==> src/design/assert_macros.svh <==
// ---------------------------------------------------------------------------
// Assertion macros
// Shared helpers for concurrent assertions clocked on clk and held off
// during reset.
// ---------------------------------------------------------------------------
`ifndef ASSERT_MACROS_SVH
`define ASSERT_MACROS_SVH

// Checks that a property holds at every clock edge outside reset.
`define ILC_ASSERT(label, prop, msg) \
    label: assert property (@(posedge clk) disable iff (!rst_n) (prop)) else $error(msg);

// Checks that the consequent holds in the cycle after the antecedent.
`define ILC_ASSERT_NEXT(label, ante, cons, msg) \
    label: assert property (@(posedge clk) disable iff (!rst_n) (ante) |=> (cons)) \
        else $error(msg);

`endif

==> src/design/ilc_pkg.sv <==
// ---------------------------------------------------------------------------
// Indent level checker package
// Widths, byte codes, register indexes and a saturating helper.
// ---------------------------------------------------------------------------
package ilc_pkg;

    localparam int STACK_DEPTH  = 32;
    localparam int INDENT_WIDTH = 10;
    localparam int LINE_WIDTH   = 20;
    localparam int CFG_WIDTH    = 5;
    localparam int CFG_IDX_W    = 1;
    localparam int STACK_IDX_W  = $clog2(STACK_DEPTH);
    localparam int COUNT_W      = $clog2(STACK_DEPTH + 1);

    localparam logic [INDENT_WIDTH-1:0] IND_MAX  = {INDENT_WIDTH{1'b1}};
    localparam logic [LINE_WIDTH-1:0]   LINE_MAX = {LINE_WIDTH{1'b1}};

    localparam logic [7:0] NEWLINE_BYTE = 8'd10;
    localparam logic [7:0] SPACE_BYTE   = 8'd32;
    localparam logic [7:0] TAB_BYTE     = 8'd9;
    localparam logic [7:0] COLON_BYTE   = 8'd58;

    localparam logic [CFG_IDX_W-1:0] REG_INDENT_STEP = 1'd0;
    localparam logic [CFG_IDX_W-1:0] REG_TAB_WIDTH   = 1'd1;

    localparam logic [CFG_WIDTH-1:0] CFG_RESET_VALUE = 5'd4;

    // Adds a register value to an indent and clips at the largest indent.
    function automatic logic [INDENT_WIDTH-1:0] sat_ind(
        input logic [INDENT_WIDTH-1:0] a,
        input logic [CFG_WIDTH-1:0]    b
    );
        logic [INDENT_WIDTH:0] sum;
        sum = {1'b0, a} + (INDENT_WIDTH + 1)'(b);
        return sum[INDENT_WIDTH] ? IND_MAX : sum[INDENT_WIDTH-1:0];
    endfunction

endpackage

==> src/design/indent_level_checker_top.sv <==
// ---------------------------------------------------------------------------
// Indent level checker
// Checks Python-style indentation of a byte stream against a level stack.
// ---------------------------------------------------------------------------
// Each accepted request carries one byte of text. Ordinary bytes, and the
// newline of a line holding only blanks, leave the checker idle and ready
// for the next byte. The end of a line with content stalls input while it
// runs through S_POP, where the stack is unwound one entry per cycle through
// a single shared compare and subtract unit until the top level is found in
// place, and then S_DECIDE, which makes the error check and push decision. A
// result that finds the output register still full waits there until it is
// taken. The final byte returns the line and stack state to reset, registers
// excepted; the stack needs no clearing pass as only live entries are read.
`include "assert_macros.svh"

module indent_level_checker_top (
    input  logic                              clk,
    input  logic                              rst_n,
    input  logic                              cfg_write,
    input  logic [ilc_pkg::CFG_IDX_W-1:0]     cfg_index,
    input  logic [ilc_pkg::CFG_WIDTH-1:0]     cfg_data,
    input  logic                              in_valid,
    output logic                              in_stall,
    input  logic [7:0]                        text_byte,
    input  logic                              final_byte,
    output logic                              out_valid,
    input  logic                              out_stall,
    output logic [ilc_pkg::LINE_WIDTH-1:0]    line_number,
    output logic [ilc_pkg::INDENT_WIDTH-1:0]  expected_indent,
    output logic [ilc_pkg::INDENT_WIDTH-1:0]  found_indent
);
    import ilc_pkg::*;

    typedef enum logic [1:0] {
        S_IDLE,
        S_POP,
        S_DECIDE
    } state_t;

    state_t                   state_reg, state_next;
    logic [CFG_WIDTH-1:0]     indent_step_reg, indent_step_next;
    logic [CFG_WIDTH-1:0]     tab_width_reg, tab_width_next;
    logic [COUNT_W-1:0]       count_reg, count_next;
    logic [LINE_WIDTH-1:0]    line_reg, line_next;
    logic [INDENT_WIDTH-1:0]  width_reg, width_next;
    logic                     blanks_reg, blanks_next;
    logic                     content_reg, content_next;
    logic                     colon_reg, colon_next;
    logic                     fin_reg, fin_next;
    logic                     out_valid_reg, out_valid_next;
    logic [LINE_WIDTH-1:0]    out_line_reg, out_line_next;
    logic [INDENT_WIDTH-1:0]  out_exp_reg, out_exp_next;
    logic [INDENT_WIDTH-1:0]  out_found_reg, out_found_next;

    logic [INDENT_WIDTH-1:0]  stack_mem [STACK_DEPTH];

    logic                     accept;
    logic                     is_space, is_tab, is_blank, is_newline;
    logic [INDENT_WIDTH-1:0]  width_upd;
    logic                     content_upd;
    logic                     line_ends;
    logic                     end_content;
    logic [LINE_WIDTH-1:0]    line_inc;
    logic [STACK_IDX_W-1:0]   top_idx;
    logic [INDENT_WIDTH-1:0]  top_level;
    logic [INDENT_WIDTH:0]    diff;
    logic                     ind_lt_top, ind_gt_top;
    logic                     indent_error;
    logic                     decide_go;
    logic                     push_en;
    logic [INDENT_WIDTH-1:0]  push_value;

    assign in_stall        = (state_reg != S_IDLE);
    assign accept          = in_valid && !in_stall;
    assign out_valid       = out_valid_reg;
    assign line_number     = out_line_reg;
    assign expected_indent = out_exp_reg;
    assign found_indent    = out_found_reg;

    // Byte classification and the line state that the byte would leave.
    assign is_space    = (text_byte == SPACE_BYTE);
    assign is_tab      = (text_byte == TAB_BYTE);
    assign is_blank    = is_space || is_tab;
    assign is_newline  = (text_byte == NEWLINE_BYTE);
    assign width_upd   = (blanks_reg && is_space) ? sat_ind(width_reg, CFG_WIDTH'(1)) :
                         (blanks_reg && is_tab)   ? sat_ind(width_reg, tab_width_reg) :
                                                    width_reg;
    assign content_upd = content_reg || !is_blank;
    assign line_ends   = is_newline || final_byte;
    assign end_content = is_newline ? content_reg : content_upd;
    assign line_inc    = (line_reg == LINE_MAX) ? line_reg : line_reg + 1'b1;

    // The shared unit: one subtraction of the top level from the line indent.
    assign top_idx      = STACK_IDX_W'(count_reg - 1'b1);
    assign top_level    = (top_idx == '0) ? '0 : stack_mem[top_idx];
    assign diff         = {1'b0, width_reg} - {1'b0, top_level};
    assign ind_lt_top   = diff[INDENT_WIDTH];
    assign ind_gt_top   = !diff[INDENT_WIDTH] && (diff != '0);
    assign indent_error = ind_gt_top && (diff != (INDENT_WIDTH + 1)'(indent_step_reg));
    assign decide_go    = !(indent_error && out_valid_reg && out_stall);
    assign push_en      = (state_reg == S_DECIDE) && decide_go && (colon_reg || ind_gt_top)
                          && (count_reg < COUNT_W'(STACK_DEPTH));
    assign push_value   = colon_reg ? sat_ind(width_reg, indent_step_reg) : width_reg;

    always_comb
    begin
        state_next       = state_reg;
        indent_step_next = indent_step_reg;
        tab_width_next   = tab_width_reg;
        count_next       = count_reg;
        line_next        = line_reg;
        width_next       = width_reg;
        blanks_next      = blanks_reg;
        content_next     = content_reg;
        colon_next       = colon_reg;
        fin_next         = fin_reg;
        out_valid_next   = out_valid_reg && out_stall;
        out_line_next    = out_line_reg;
        out_exp_next     = out_exp_reg;
        out_found_next   = out_found_reg;

        if (cfg_write)
        begin
            unique case (cfg_index)
                REG_INDENT_STEP: indent_step_next = cfg_data;
                REG_TAB_WIDTH:   tab_width_next   = cfg_data;
                default:         ;
            endcase
        end

        unique case (state_reg)
            S_IDLE:
            begin
                if (accept)
                begin
                    if (!is_newline)
                    begin
                        width_next   = width_upd;
                        blanks_next  = blanks_reg && is_blank;
                        content_next = content_upd;
                        colon_next   = (text_byte == COLON_BYTE);
                    end
                    if (line_ends)
                    begin
                        line_next = line_inc;
                        fin_next  = final_byte;
                        if (end_content)
                        begin
                            state_next = S_POP;
                        end
                        else
                        begin
                            width_next   = '0;
                            blanks_next  = 1'b1;
                            content_next = 1'b0;
                            colon_next   = 1'b0;
                            if (final_byte)
                            begin
                                count_next = COUNT_W'(1);
                                line_next  = '0;
                            end
                        end
                    end
                end
            end
            S_POP:
            begin
                // One level comes off per cycle while the line sits shallower and levels remain above the base.
                if ((count_reg > COUNT_W'(1)) && ind_lt_top)
                    count_next = count_reg - 1'b1;
                else
                    state_next = S_DECIDE;
            end
            S_DECIDE:
            begin
                if (decide_go)
                begin
                    if (indent_error)
                    begin
                        out_valid_next = 1'b1;
                        out_line_next  = line_reg;
                        out_exp_next   = sat_ind(top_level, indent_step_reg);
                        out_found_next = width_reg;
                    end
                    if (push_en)
                        count_next = count_reg + 1'b1;
                    width_next   = '0;
                    blanks_next  = 1'b1;
                    content_next = 1'b0;
                    colon_next   = 1'b0;
                    if (fin_reg)
                    begin
                        count_next = COUNT_W'(1);
                        line_next  = '0;
                    end
                    state_next = S_IDLE;
                end
            end
            default: state_next = S_IDLE;
        endcase
    end

    always_ff @(posedge clk or negedge rst_n)
    begin
        if (!rst_n)
        begin
            state_reg       <= S_IDLE;
            indent_step_reg <= CFG_RESET_VALUE;
            tab_width_reg   <= CFG_RESET_VALUE;
            count_reg       <= COUNT_W'(1);
            line_reg        <= '0;
            width_reg       <= '0;
            blanks_reg      <= 1'b1;
            content_reg     <= 1'b0;
            colon_reg       <= 1'b0;
            fin_reg         <= 1'b0;
            out_valid_reg   <= 1'b0;
        end
        else
        begin
            state_reg       <= state_next;
            indent_step_reg <= indent_step_next;
            tab_width_reg   <= tab_width_next;
            count_reg       <= count_next;
            line_reg        <= line_next;
            width_reg       <= width_next;
            blanks_reg      <= blanks_next;
            content_reg     <= content_next;
            colon_reg       <= colon_next;
            fin_reg         <= fin_next;
            out_valid_reg   <= out_valid_next;
        end
    end

    always_ff @(posedge clk)
    begin
        out_line_reg  <= out_line_next;
        out_exp_reg   <= out_exp_next;
        out_found_reg <= out_found_next;
        if (push_en)
            stack_mem[count_reg[STACK_IDX_W-1:0]] <= push_value;
    end

    `ILC_ASSERT(a_count_range, (count_reg != '0) && (count_reg <= COUNT_W'(STACK_DEPTH)), "stack count out of range")
    `ILC_ASSERT_NEXT(a_pop_only_down, state_reg == S_POP, count_reg <= $past(count_reg), "stack grew while popping")
    `ILC_ASSERT_NEXT(a_final_clears, (state_reg == S_DECIDE) && decide_go && fin_reg, (count_reg == COUNT_W'(1)) && (line_reg == '0), "state not cleared after final byte")
    `ILC_ASSERT(a_result_source, $rose(out_valid_reg) |-> $past(state_reg == S_DECIDE), "result raised outside the decision step")

endmodule
==> config.mk <==
export PLATFORM = sky130hd
export DESIGN_NAME = indent_level_checker_top
export DESIGN_NICKNAME = d
export VERILOG_FILES = /design/src/design/ilc_pkg.sv /design/src/design/indent_level_checker_top.sv
export VERILOG_INCLUDE_DIRS = /design/src /design/src/design
export SDC_FILE = /design/constraint.sdc
export NUM_CORES = 1
export LEC_CHECK = 0
export ABC_AREA = 1
export CAP_MARGIN = 20
export CORE_MARGIN = 2
export CORE_UTILIZATION = 50
export DETAILED_ROUTE_END_ITERATION = 16
export DONT_BUFFER_PORTS = 1
export PLACE_DENSITY_LB_ADDON = 0.25
export REMOVE_ABC_BUFFERS = 1
export SKIP_LAST_GASP = 1
export SYNTH_ARGS = -nofsm -noshare
export SYNTH_HDL_FRONTEND = slang
export SYNTH_SLANG_ARGS = --single-unit
==> constraint.sdc <==
create_clock -name clk -period 14.1 [get_ports clk]
set_clock_uncertainty 0.2 [all_clocks]
set_input_delay 2.82 -clock clk [delete_from_list [all_inputs] [get_ports clk]]
set_output_delay 2.82 -clock clk [all_outputs]
set_load 0.02 [all_outputs]
# After elaboration in Yosys (flattened, before gate mapping)
# Memory sizes are Yosys's and may differ from the RTL's.
# Cells that the tools add are included.
dict set report op_classes {
  n_reduce_logical 35
  multipliers 0
  order_cmp 2
  n_shift 0
  div_mod_pow 0
  n_bitwise 2
  n_eq_ne 18
  mux 58
  n_addsub 8
}
# cell n
set op_table {}
lappend op_table {{$mux 20} 7}
lappend op_table {{$mux 10} 12}
lappend op_table {{$mux 6} 8}
lappend op_table {{$pmux 20 s2} 1}
lappend op_table {{$add 10x5->11} 3}
lappend op_table {{$add 20x1->20 const B} 1}
lappend op_table {{$eq 20x20->1 const B} 1}
lappend op_table {{$pmux 10 s2} 1}
lappend op_table {{$mux 1} 19}
lappend op_table {{$ne 2x2->1 const B} 9}
lappend op_table {{$pmux 6 s3} 1}
lappend op_table {{$eq 8x4->1 const B} 2}
lappend op_table {{$eq 8x6->1 const B} 2}
lappend op_table {{$logic_and 1x1->1} 13}
lappend op_table {{$add 10x1->11 const B} 1}
lappend op_table {{$ne 11x5->1} 1}
lappend op_table {{$reduce_bool 11->1} 1}
lappend op_table {{$sub 10x10->11} 1}
lappend op_table {{$mux 2} 5}
lappend op_table {{$reduce_and 5->1} 2}
lappend op_table {{$reduce_and 3->1} 3}
lappend op_table {{$reduce_and 8->1} 1}
lappend op_table {{$add 6x1->6 const B} 1}
lappend op_table {{$gt 6x1->1 const B} 1}
lappend op_table {{other kinds (15)} 26}
dict set report totals {
  input_bits 20
  out_inout_bits 42
  reg_bits 93
  ramBits 320
  romBits 0
  latchBits 0
  n_memories 1
}
# memory depth width rd rd_clocked_by_memory_dff wr line
set memory_table {}
lappend memory_table {stack_mem 32 10 1 0 1 indent_level_checker_top.sv:55} ;# logic [INDENT_WIDTH-1:0] stack_mem [STACK_DEPTH];

# Depth between registers and ports, before layout
# Gate-level depths: netlist (run 1).
dict set report logic_depth {
  word_depth 17
  mapped_depth 39
}

# Least setup slack after synthesis (run 1)
# No wires, ideal clock.
dict set report synth_path {
  path_kind {flip-flop to flip-flop}
  start {register count_reg[0]}
  end {register out_exp_reg[0], in the netlist expected_indent[0], enable pin}
  period_less_slack_ps 6867
  path_slack_ps 7233
  arrival_time_ps 6230
  n_path_buf 9
  path_stages_with_launch 33
  cell_sequence {dfstp_2 buf_2 inv_2 buf_6 buf_4 buf_2 buf_2 ha_1 buf_2 inv_1 buf_2 buf_2 buf_1 a21oi_1 a22oi_1 nand2_1 o311ai_0 nand3_1 nand2_1 ha_1 inv_1 fa_1 nand3_1 nand3_1 nand2_1 nand3_1 nand3_1 nor2_1 nand2_1 nand2_2 nor2_4 nand2_1 nor2_1}
}
dict set report synth_between {
  elab_chain_len 11
  elab_cells_between_ends 14
}
# element line
set synth_lines {}
lappend synth_lines {{start, declared} indent_level_checker_top.sv:43} ;# logic [COUNT_W-1:0] count_reg, count_next;
lappend synth_lines {{start signal, assigned} indent_level_checker_top.sv:224} ;# count_reg <= count_next;
lappend synth_lines {{$sub 6x1->6 (*)} --}
lappend synth_lines {{$mem_v2 32x10 / $logic_not 5->1 (equally long branches)} --}
lappend synth_lines {{$mux 10 (*)} indent_level_checker_top.sv:95} ;# assign top_level = (top_idx == '0) ? '0 : stack_mem[top_idx];
lappend synth_lines {{$sub 10x10->11 (*)} indent_level_checker_top.sv:96} ;# assign diff = {1'b0, width_reg} - {1'b0, top_level};
lappend synth_lines {{$reduce_bool 11->1 / $logic_not 1->1 (equally long branches)} indent_level_checker_top.sv:98} ;# assign ind_gt_top = !diff[INDENT_WIDTH] && (diff != '0);
lappend synth_lines {{$logic_and 1x1->1} indent_level_checker_top.sv:98}
lappend synth_lines {{$logic_and 1x1->1 (*)} indent_level_checker_top.sv:99} ;# assign indent_error = ind_gt_top && (diff != (INDENT_WIDTH + 1)'(indent_step_reg));
lappend synth_lines {{$logic_and 1x1->1 (2 in a row)} indent_level_checker_top.sv:100} ;# assign decide_go = !(indent_error && out_valid_reg && out_stall);
lappend synth_lines {{$not 1->1 (no source line)} --}
lappend synth_lines {{$reduce_and 3->1 (no source line) (*)} --}
lappend synth_lines {{end signal, assigned} indent_level_checker_top.sv:238} ;# out_exp_reg <= out_exp_next;
lappend synth_lines {{end, declared} indent_level_checker_top.sv:52} ;# logic [INDENT_WIDTH-1:0] out_exp_reg, out_exp_next;
# Every way passes the cells marked *; elsewhere a longest branch is shown, timed or not.
# A chain may end at the register's enable or synchronous reset.

# Final worst setup path (run 1)
dict set report layout_path {
  start {register count_reg[0]}
  end {memory stack_mem[9][8], enable pin}
}
dict set report layout_between {
  elab_chain_len 15
  elab_cells_between_ends 20
}
# element line
set layout_lines {}
lappend layout_lines {{$sub 6x1->6} --}
lappend layout_lines {{$mem_v2 32x10 / $logic_not 5->1 (equally long branches)} --}
lappend layout_lines {{$mux 10} indent_level_checker_top.sv:95}
lappend layout_lines {{$sub 10x10->11} indent_level_checker_top.sv:96}
lappend layout_lines {{$reduce_bool 11->1 / $logic_not 1->1 (equally long branches)} indent_level_checker_top.sv:98}
lappend layout_lines {{$logic_and 1x1->1} indent_level_checker_top.sv:98}
lappend layout_lines {{$logic_and 1x1->1} indent_level_checker_top.sv:99}
lappend layout_lines {{$logic_and 1x1->1 (2 in a row)} indent_level_checker_top.sv:100}
lappend layout_lines {{$logic_not 1->1} indent_level_checker_top.sv:100}
lappend layout_lines {{$logic_and 1x1->1 (2 in a row)} indent_level_checker_top.sv:101} ;# assign push_en = (state_reg == S_DECIDE) && decide_go && (colon_reg || ind_gt_top)
lappend layout_lines {{$logic_and 1x1->1} indent_level_checker_top.sv:102} ;# && (count_reg < COUNT_W'(STACK_DEPTH));
lappend layout_lines {{$mux 1} indent_level_checker_top.sv:240} ;# if (push_en)
lappend layout_lines {{$mux 1 (not written as such)} indent_level_checker_top.sv:241} ;# stack_mem[count_reg[STACK_IDX_W-1:0]] <= push_value;
lappend layout_lines {{end, declared} indent_level_checker_top.sv:55}
# Several ways; a longest one is shown, not always the timed one.

==> impl_metrics.yaml, run 1 <==
clocking:
  clock_tree_from_tritoncts: "built"
  clk_latency_ps: 590
  post_cts.resized_instances: 0
  cts-root-to-sink-buffers: 3
  numCtsBuffers: 44
  cts_sinks: 413
  post-cts-setup-buffers: 0
  clock_tree.root_cell: "sky130_fd_sc_hd__clkbuf_16"
  htree_num_levels: 2
  holdBufCountCts: 0
  clk_pin_slew_worst_paths_ps: 60
floorplan:
  core_region_area_um2: 38600
  io_pins: 62
  floorplan.die.width_um: 202
  core.rowCount: 72
  die_h_um: 202
  die-area_um2: 40700
  start_util_pct: 50.6
power:
  power.static_leakage_nw: 8.52
  combinationalPowerShare_pct: 48.3
  peak_supply_drop_mv: 0.137
  power.switching_fraction_pct: 45.0
  power_share_of_the_clock_group_pct: 22.1
  power_dissipated_by_switching_net_loads_mw: 2.31
  power_density_nw_per_um2: 238
  sequentialPowerShare_pct: 29.6
  post-layout-total-power_mw: 5.13
  p_int_mw: 2.82
setup_path:
  terminus_of_the_critical_flop_to_flop_path: "stack_mem[9][8]"
  cp.arrival_ps: 8270
  worst_ep_required_time_ps: 14180
  reg_to_reg_setup_timing_slack_ps: 5910
  cpPeakStageDelay_ps: 980
  cp.buffers_inverters: 6
  rr_startpoint: "count_reg[0]"
  worstRegToRegCells: 27
  cp-end-kind: "flop"
  cell_occurring_most_often_along_the_worst_timing_path: "sky130_fd_sc_hd__nand2_1"
  start_kind: "flop"
  critPathMaxFanout: 82
  crit_slowest_cell: "sky130_fd_sc_hd__dfstp_4"
  critical_path.top_delay_family: "simple AND/OR/NAND/NOR gates"
  timing_worst_setup_path_type: "flop to flop"
placed_design:
  io_buffers: 0
  place_area_um2: 20100
  finalWeightedCongestion: 0.922
  dp_hpwl_mm: 30.8
  dp_slack_ps: 5900
synthesis:
  synth.ff_latch_count: 413
  synth_warnings: 0
  synth_cell_types: 56
  synth_cells: 1872
  synth.cell_area_um2: 19500
  syn_area_per_cell_um2: 10.4
  ys_seq_area_share_pct: 62.1
final_layout:
  drive_gt1_share_pct: 8.46
  final_design_area_no_fill_um2: 21600
  antenna-diode-count: 0
  largest_reg_flops: 320
  finish.net_count: 1942
  most_frequent_standard_cell_in_the_layout_excluding_fill_and_tap_cells: "sky130_fd_sc_hd__nand2_1"
  final_cell_mix: "sky130_fd_sc_hd__nand2_1, sky130_fd_sc_hd__edfxtp_1, sky130_fd_sc_hd__a21oi_1, sky130_fd_sc_hd__nand3_1, sky130_fd_sc_hd__inv_1"
  fillCellCount: 3273
  area_growth_pct: 10.3
timing:
  min_period_over_period_pct: 58.1
  setup_viol: 0
  fin_crit_ps: 8190
  timing.max_slew.rel_slack_pct: 39.0
  worst_pin_slew_ps: 911
  final_critical_path_setup_slack_ps: 5910
  fin_tns_setup_ps: 0
  achievable-frequency_ghz: 0.122
  drv_slew: 0
  grt_setup_unrepaired: "false"
  hold_violations: 0
route:
  drtAntennaViolNets: 0
  drt_pass1_iterations: 6
  detail_route.vias_per_cell: 5.82
  drt-total-wl_mm: 49.2
  wl_per_cell_um: 20.2
  detail_route.iter0.violations: 1552
  drc: 0
  routed-via-count: 14200
global_route:
  grt_pass1_wl_mm: 77.0
  globalRouteOverflowTotal: 0
  grt_start_max_net_pins: 87
  antenna_found_initial: 2
  number_of_global_route_vias_before_repair: 13600
  grt.total_usage_pct: 24.4
min_path:
  worst_hold_startpoint: "blanks_reg"
  whs_endpoint: "blanks_reg"
  holdPathStages: 2
  hold_path_class: "flop to flop"
run_status:
  outcome: "finished clean"
job:
  max_cap_viols: 0
logic make-up after synthesis:
logic type                 synth area share, %
xor gates and xnor gates                  1.82
AOI/OAI and AO/OA                         10.5
adders and majority gates                 2.78
and+or+nand+nor                           17.7
buffers and inverters                     5.13
DFF                                       62.1
through the flow:
| step | util, % | std cells | hold slack [ps] |
|---|---|---|---|
| 2_1_floorplan | - | 1786 | 253 |
| 3_3_place_gp | 51.9 | 2343 | 262 |
| 3_5_place_dp | 52.0 | 2347 | 279 |
| 4_1_cts | 55.7 | 2428 | 290 |
| 5_1_grt | 55.8 | 2434 | 345 |
| 6_report | 55.8 | 2434 | 287 |
routing by layer:
metal | track usage [%] | up-vias | part of all wire, %
met2 | 39.0 | 584 | 47
met3 | 3.63 | 104 | 7.6
li1 | - | 6619 | -
met1 | 34.7 | 6848 | 42
met5 | 0 | - | 0
met4 | 7.83 | 0 | 3.0
power groups by stage:
stage | Combinational (mW) | Clock, mW | Sequential (mW)
floorplan | 1.66 | 0 | 1.54
global placement | 2.41 | 0 | 1.54
global route | 2.78 | 1.20 | 1.53
CTS | 2.45 | 1.15 | 1.52
finish | 2.48 | 1.13 | 1.52
detailed placement | 2.43 | 0 | 1.54
worst max path at each step:
stage | endpoint | cells after the start | from | slack [ps]
after floorplan | expected_indent[0] | 22 | count_reg[0] | 3250
after global placement | stack_mem[26][7] | 23 | count_reg[0] | 6090
after detailed placement | stack_mem[27][0] | 26 | count_reg[0] | 5900
after CTS | stack_mem[27][9] | 26 | count_reg[0] | 5850
after global routing | stack_mem[10][4] | 27 | count_reg[0] | 5470
final | stack_mem[9][8] | 27 | count_reg[0] | 5910
cell usage after synthesis (all sizes together):
cell type	instances	area, um2
nand2	504	1940
edfxtp	360	10800
a21oi	177	886
nand3	145	756
inv	131	494
nor2	85	339
buf	72	434
o21ai	67	339
a22oi	51	383
dfrtp	49	1230
nor3	48	250
ha	37	463
xor2	31	294
o311ai	16	140
nand4	15	93.8
clkbuf	14	55.1
o211ai	9	67.6
o22ai	8	50.1
xnor2	7	61.3
clkinv	5	18.8
nor4	5	37.5
dfstp	4	105
fa	4	80.1
o2111ai	4	35.0
a211oi	3	22.5
a32o	3	30.0
o221ai	3	26.3
and2	2	12.5
o21bai	2	15.0
o32ai	2	17.5
a21o	1	7.51
a221oi	1	8.76
a31oi	1	6.26
nand3b	1	7.51
nor3b	1	7.51
o31ai	1	7.51
o41ai	1	8.76
or2	1	6.26
or3	1	6.26
final cells by class:
cell class,count,area [um2],share of cell area (%)
Timing Repair Buffer,49,380,1.76
Clock buffer,58,1190,5.54
Multi-Input combinational cell,1237,6460,29.9
Tap cell,518,648,3.00
Sequential cell,413,12100,56.3
Clock inverter,23,228,1.06
Inverter,136,515,2.39
tightest hold or removal path, cell delays in order, from the launching register on:
cell	delay, ps
sky130_fd_sc_hd__dfstp_2	360
sky130_fd_sc_hd__o21ai_0	60
sky130_fd_sc_hd__nand2_1	60
Note: power is estimated with default switching activity, not from simulation.
==> run 2: changes to the inputs <==
==> constraint.sdc (replaced) <==
create_clock -name clk -period 8.4 [get_ports clk]
set_clock_uncertainty 0.2 [all_clocks]
set_input_delay 1.68 -clock clk [delete_from_list [all_inputs] [get_ports clk]]
set_output_delay 1.68 -clock clk [all_outputs]
set_load 0.02 [all_outputs]
==> impl_metrics.yaml, run 2 (synthesis gave the netlist of run 1 again) <==
final_layout:
  multi_input_comb_area_um2: 6460
  drive_gt1_share_pct: 8.39
  largest_reg_flops: 320
  area_growth_pct: 10.4
  antenna-diode-count: 0
  final_cell_mix: "sky130_fd_sc_hd__nand2_1, sky130_fd_sc_hd__edfxtp_1, sky130_fd_sc_hd__a21oi_1, sky130_fd_sc_hd__nand3_1, sky130_fd_sc_hd__inv_1"
  final_design_area_no_fill_um2: 21600
  finish.net_count: 1946
  fillCellCount: 3244
  most_frequent_standard_cell_in_the_layout_excluding_fill_and_tap_cells: "sky130_fd_sc_hd__nand2_1"
  sequential_cell_area_um2: 12100
  finish.utilization_pct: 55.8
  post_layout_nonfiller_instances: 2436
global_route:
  grt_pass1_wl_mm: 77.3
  globalRouteOverflowTotal: 0
  grt_start_max_net_pins: 94
  antenna_found_initial: 2
  grt.total_usage_pct: 24.5
  number_of_global_route_vias_before_repair: 13700
route:
  drc: 0
  drt_pass1_iterations: 7
  routed-via-count: 14100
  drt-total-wl_mm: 49.4
  detail_route.iter0.violations: 1434
  detail_route.vias_per_cell: 5.80
  drtAntennaViolNets: 0
  wl_per_cell_um: 20.3
power:
  combinationalPowerShare_pct: 48.5
  peak_supply_drop_mv: 0.214
  sequentialPowerShare_pct: 29.4
  p_int_mw: 4.74
  power_dissipated_by_switching_net_loads_mw: 3.86
  power_density_nw_per_um2: 399
  power.switching_fraction_pct: 44.8
  power_share_of_the_clock_group_pct: 22.0
  power.static_leakage_nw: 8.52
clocking:
  numCtsBuffers: 44
  post-cts-setup-buffers: 0
  holdBufCountCts: 0
  clock_tree_from_tritoncts: "built"
  htree_num_levels: 2
  clock_tree.root_cell: "sky130_fd_sc_hd__clkbuf_16"
  clk_pin_slew_worst_paths_ps: 60
  cts-root-to-sink-buffers: 3
  cts_sinks: 413
  clk_latency_ps: 590
  post_cts.resized_instances: 0
timing:
  grt_setup_unrepaired: "false"
  worst_pin_slew_ps: 1080
  setup_viol: 0
  hold_violations: 0
  min_period_over_period_pct: 81.4
  fin_crit_ps: 6840
  whs_ps: 283
  final_critical_path_setup_slack_ps: 1560
  timing.max_slew.rel_slack_pct: 28.1
  drv_slew: 0
  achievable-frequency_ghz: 0.146
run_status:
  outcome: "finished clean"
setup_path:
  critPathMaxFanout: 44
  worstRegToRegCells: 28
  worst_ep_required_time_ps: 8470
  cp-end-kind: "flop"
  cell_occurring_most_often_along_the_worst_timing_path: "sky130_fd_sc_hd__nand2_1"
  timing_worst_setup_path_type: "flop to flop"
  cpPeakStageDelay_ps: 820
  terminus_of_the_critical_flop_to_flop_path: "stack_mem[2][8]"
  cp.arrival_ps: 6910
  crit_slowest_cell: "sky130_fd_sc_hd__dfstp_4"
  start_kind: "flop"
  rr_startpoint: "count_reg[0]"
  reg_to_reg_setup_timing_slack_ps: 1560
floorplan:
  die-area_um2: 40700
  die_h_um: 202
  floorplan.die.width_um: 202
  core.rowCount: 72
  start_util_pct: 50.6
  core_region_area_um2: 38600
  io_pins: 62
min_path:
  holdPathStages: 2
  hold_path_class: "flop to flop"
  whs_endpoint: "blanks_reg"
  worst_hold_startpoint: "blanks_reg"
placed_design:
  finalWeightedCongestion: 0.892
  dp_slack_ps: 1760
  place.detailed.instances: 2357
  dp_hpwl_mm: 30.3
  place_area_um2: 20200
  io_buffers: 0
job:
  max_cap_viols: 0
[run 2: worst max path at each step]
stage	from	end	slack, ps	depth (start not counted)
4_1_cts	count_reg[0]	stack_mem[2][5]	1640	28
5_1_grt	count_reg[0]	stack_mem[3][6]	1090	25
3_5_place_dp	count_reg[0]	stack_mem[0][6]	1760	28
6_report	count_reg[0]	stack_mem[2][8]	1560	28
2_1_floorplan	count_reg[0]	expected_indent[0]	-2450	22
3_3_place_gp	count_reg[0]	stack_mem[3][8]	1760	28
[run 2: layer usage]
metal  up-vias  track usage [%]  wire (um)
met5         -                0          0
met4         0             8.64       1340
met3        69             3.47       3200
met2       544             39.1      23400
met1      6893             34.7      21400
li1       6627                -          -
[run 2: power by group through the flow]
stage          clock network, mW  registers (mW)  logic [mW]
2_1_floorplan                  0            2.59        2.79
3_3_place_gp                   0            2.57        4.09
3_5_place_dp                   0            2.57        4.12
4_1_cts                     1.93            2.53        4.15
5_1_grt                     2.01            2.54        4.67
6_report                    1.90            2.53        4.17
[run 2: critical path, delay by kind of cell (launching register included)]
| family | cells | cell delay (ps) |
|---|---|---|
| simple gates | 16 | 2440 |
| buf+inv | 6 | 1700 |
| flops | 1 | 820 |
| fa+ha+maj | 2 | 680 |
| compound gates | 4 | 620 |
[run 2: final cells by class]
type / instances / share of cell area (%)
Clock inverter: 26 / 1.21
Clock buffer: 53 / 5.26
Multi-Input combinational cell: 1237 / 29.9
Sequential cell: 413 / 56.3
Tap cell: 518 / 3.00
Inverter: 136 / 2.39
Timing Repair Buffer: 53 / 1.90
[run 2: per-stage QoR]
stage	TNS, ps	power (mW)
3_5_place_dp	0	6.69
4_1_cts	0	8.60
5_1_grt	0	9.22
2_1_floorplan	-683410	5.38
3_3_place_gp	0	6.65
6_report	0	8.60
==> run 3: changes to the inputs <==
==> constraint.sdc (replaced) <==
create_clock -name clk -period 6.1 [get_ports clk]
set_clock_uncertainty 0.2 [all_clocks]
set_input_delay 1.22 -clock clk [delete_from_list [all_inputs] [get_ports clk]]
set_output_delay 1.22 -clock clk [all_outputs]
set_load 0.02 [all_outputs]
==> impl_metrics.yaml, run 3 (synthesis gave the netlist of run 1 again) <==
clocking:
  post-cts-setup-buffers: 0
  cts-root-to-sink-buffers: 3
  clk_pin_slew_worst_paths_ps: 60
  clock_tree.root_cell: "sky130_fd_sc_hd__clkbuf_16"
  numCtsBuffers: 43
  clk_latency_ps: 570
  cts_sinks: 413
  htree_num_levels: 2
  clock_tree_from_tritoncts: "built"
final_layout:
  finish.net_count: 1955
  final_cell_mix: "sky130_fd_sc_hd__nand2_1, sky130_fd_sc_hd__edfxtp_1, sky130_fd_sc_hd__a21oi_1, sky130_fd_sc_hd__nand3_1, sky130_fd_sc_hd__inv_1"
  fillCellCount: 3203
  drive_gt1_share_pct: 9.35
  most_frequent_standard_cell_in_the_layout_excluding_fill_and_tap_cells: "sky130_fd_sc_hd__nand2_1"
  antenna-diode-count: 0
  multi_input_comb_area_um2: 6470
  sequential_cell_area_um2: 12100
  area_growth_pct: 11.3
  largest_reg_flops: 320
power:
  combinationalPowerShare_pct: 49.6
  power_dissipated_by_switching_net_loads_mw: 5.39
  power_density_nw_per_um2: 556
  sequentialPowerShare_pct: 28.6
  power.static_leakage_nw: 8.61
  power.switching_fraction_pct: 44.6
  p_int_mw: 6.70
  peak_supply_drop_mv: 0.343
  power_share_of_the_clock_group_pct: 21.8
timing:
  drv_slew: 0
  fin_crit_ps: 5740
  timing.max_slew.rel_slack_pct: 32.1
  setup_viol: 0
  min_period_over_period_pct: 94.1
  grt_setup_unrepaired: "false"
  fin_tns_setup_ps: 0
  whs_ps: 147
  hold_violations: 0
  worst_pin_slew_ps: 1020
  achievable-frequency_ghz: 0.174
setup_path:
  cp-end-kind: "flop"
  reg_to_reg_setup_timing_slack_ps: 360
  worst_ep_required_time_ps: 6170
  timing_worst_setup_path_type: "flop to flop"
  cp.arrival_ps: 5810
  critPathMaxFanout: 19
  start_kind: "flop"
route:
  drt_pass1_iterations: 6
  drtAntennaViolNets: 0
  wl_per_cell_um: 21.3
  drc: 0
  detail_route.vias_per_cell: 5.86
  routed-via-count: 14300
  detail_route.iter0.violations: 1382
  drt-total-wl_mm: 52.1
floorplan:
  io_pins: 62
  floorplan.die.width_um: 202
  start_util_pct: 50.6
  die-area_um2: 40700
  core.rowCount: 72
  die_h_um: 202
  core_region_area_um2: 38600
global_route:
  antenna_found_initial: 0
  globalRouteOverflowTotal: 0
  grt.total_usage_pct: 25.9
  grt_pass1_wl_mm: 80.3
  number_of_global_route_vias_before_repair: 13800
  grt_start_max_net_pins: 90
placed_design:
  io_buffers: 0
  dp_hpwl_mm: 33.6
  finalWeightedCongestion: 0.944
run_status:
  outcome: "finished clean"
min_path:
  hold_path_class: "input pin to asynchronous set/reset pin"
job:
  max_cap_viols: 0
[run 3: area by class of cell]
| cell class | count | area share (%) |
|---|---|---|
| flip-flops and latches | 413 | 55.8 |
| multi-input cells | 1237 | 29.8 |
| clock inverters | 26 | 1.23 |
| inverters | 136 | 2.38 |
| clock buffers | 50 | 5.26 |
| repair buffers | 63 | 2.55 |
| well taps | 518 | 2.98 |
[run 3: stage by stage]
| step | worst slack, ps | area, um2 | power, mW | util (%) | cells |
|---|---|---|---|---|---|
| 3_3_place_gp | 475 | 20300 | 9.36 | 52.6 | 2366 |
| 5_1_grt | 35.2 | 21800 | 12.9 | 56.3 | 2443 |
| 4_1_cts | 393 | 21700 | 12.0 | 56.2 | 2442 |
| 2_1_floorplan | -4750 | 19100 | 7.41 | - | 1786 |
| 3_5_place_dp | 419 | 20300 | 9.38 | 52.6 | 2366 |
| 6_report | 359 | 21800 | 12.1 | 56.3 | 2443 |
[run 3: power by group through the flow]
stage	Combinational (mW)	Clock [mW]	Sequential (mW)
final	5.99	2.64	3.45
after global routing	6.68	2.78	3.47
after CTS	5.90	2.68	3.45
after global placement	5.85	0	3.51
after floorplan	3.84	0	3.57
after detailed placement	5.87	0	3.51
[run 3: worst max-delay path: stages (launching register included)]
cell and delay (ps):
sky130_fd_sc_hd__dfstp_4 640, sky130_fd_sc_hd__inv_4 50, sky130_fd_sc_hd__ha_2 350, sky130_fd_sc_hd__clkinv_2 230
sky130_fd_sc_hd__buf_4 300, sky130_fd_sc_hd__buf_4 200, sky130_fd_sc_hd__a32o_1 300, sky130_fd_sc_hd__o211ai_1 200
sky130_fd_sc_hd__a21oi_1 180, sky130_fd_sc_hd__nor3_1 180, sky130_fd_sc_hd__buf_4 180, sky130_fd_sc_hd__inv_1 50
sky130_fd_sc_hd__ha_1 360, sky130_fd_sc_hd__nand2_1 100, sky130_fd_sc_hd__nand2_1 70, sky130_fd_sc_hd__a21oi_1 290
sky130_fd_sc_hd__nand2_1 120, sky130_fd_sc_hd__nand2_1 70, sky130_fd_sc_hd__nand2_1 50, sky130_fd_sc_hd__nand2_1 50
sky130_fd_sc_hd__nor2_1 30, sky130_fd_sc_hd__nand2_1 70, sky130_fd_sc_hd__nand2_2 80, sky130_fd_sc_hd__a21oi_1 220
sky130_fd_sc_hd__nand2_4 200, sky130_fd_sc_hd__buf_12 220, sky130_fd_sc_hd__nor3_1 200, sky130_fd_sc_hd__buf_4 220
[run 3: timing repair]
item                                    in CTS  in global routing
gates resized for setup                      0                  4
hold buffers                                 0                  0
endpoints found under the setup margin       0                 50
[run 3: layer usage]
layer | vias to the layer above | track usage [%] | share of wire (%)
li1 | 6650 | - | -
met2 | 606 | 40.9 | 47
met1 | 6951 | 35.2 | 42
met4 | 0 | 10.3 | 3.3
met5 | - | 0 | 0
met3 | 112 | 5.41 | 8.5
[run 3: final timing paths]
| check | cells after the start | from | endpoint |
|---|---|---|---|
| worst min-delay path | 0 | rst_n | count_reg[1] |
| min in group clk | 2 | blanks_reg | blanks_reg |
| max in group asynchronous | 0 | rst_n | count_reg[0] |
| worst max-delay path | 27 | count_reg[0] | stack_mem[11][7] |
| worst min register to register | 2 | blanks_reg | blanks_reg |
| worst max register to register | 27 | count_reg[0] | stack_mem[11][7] |
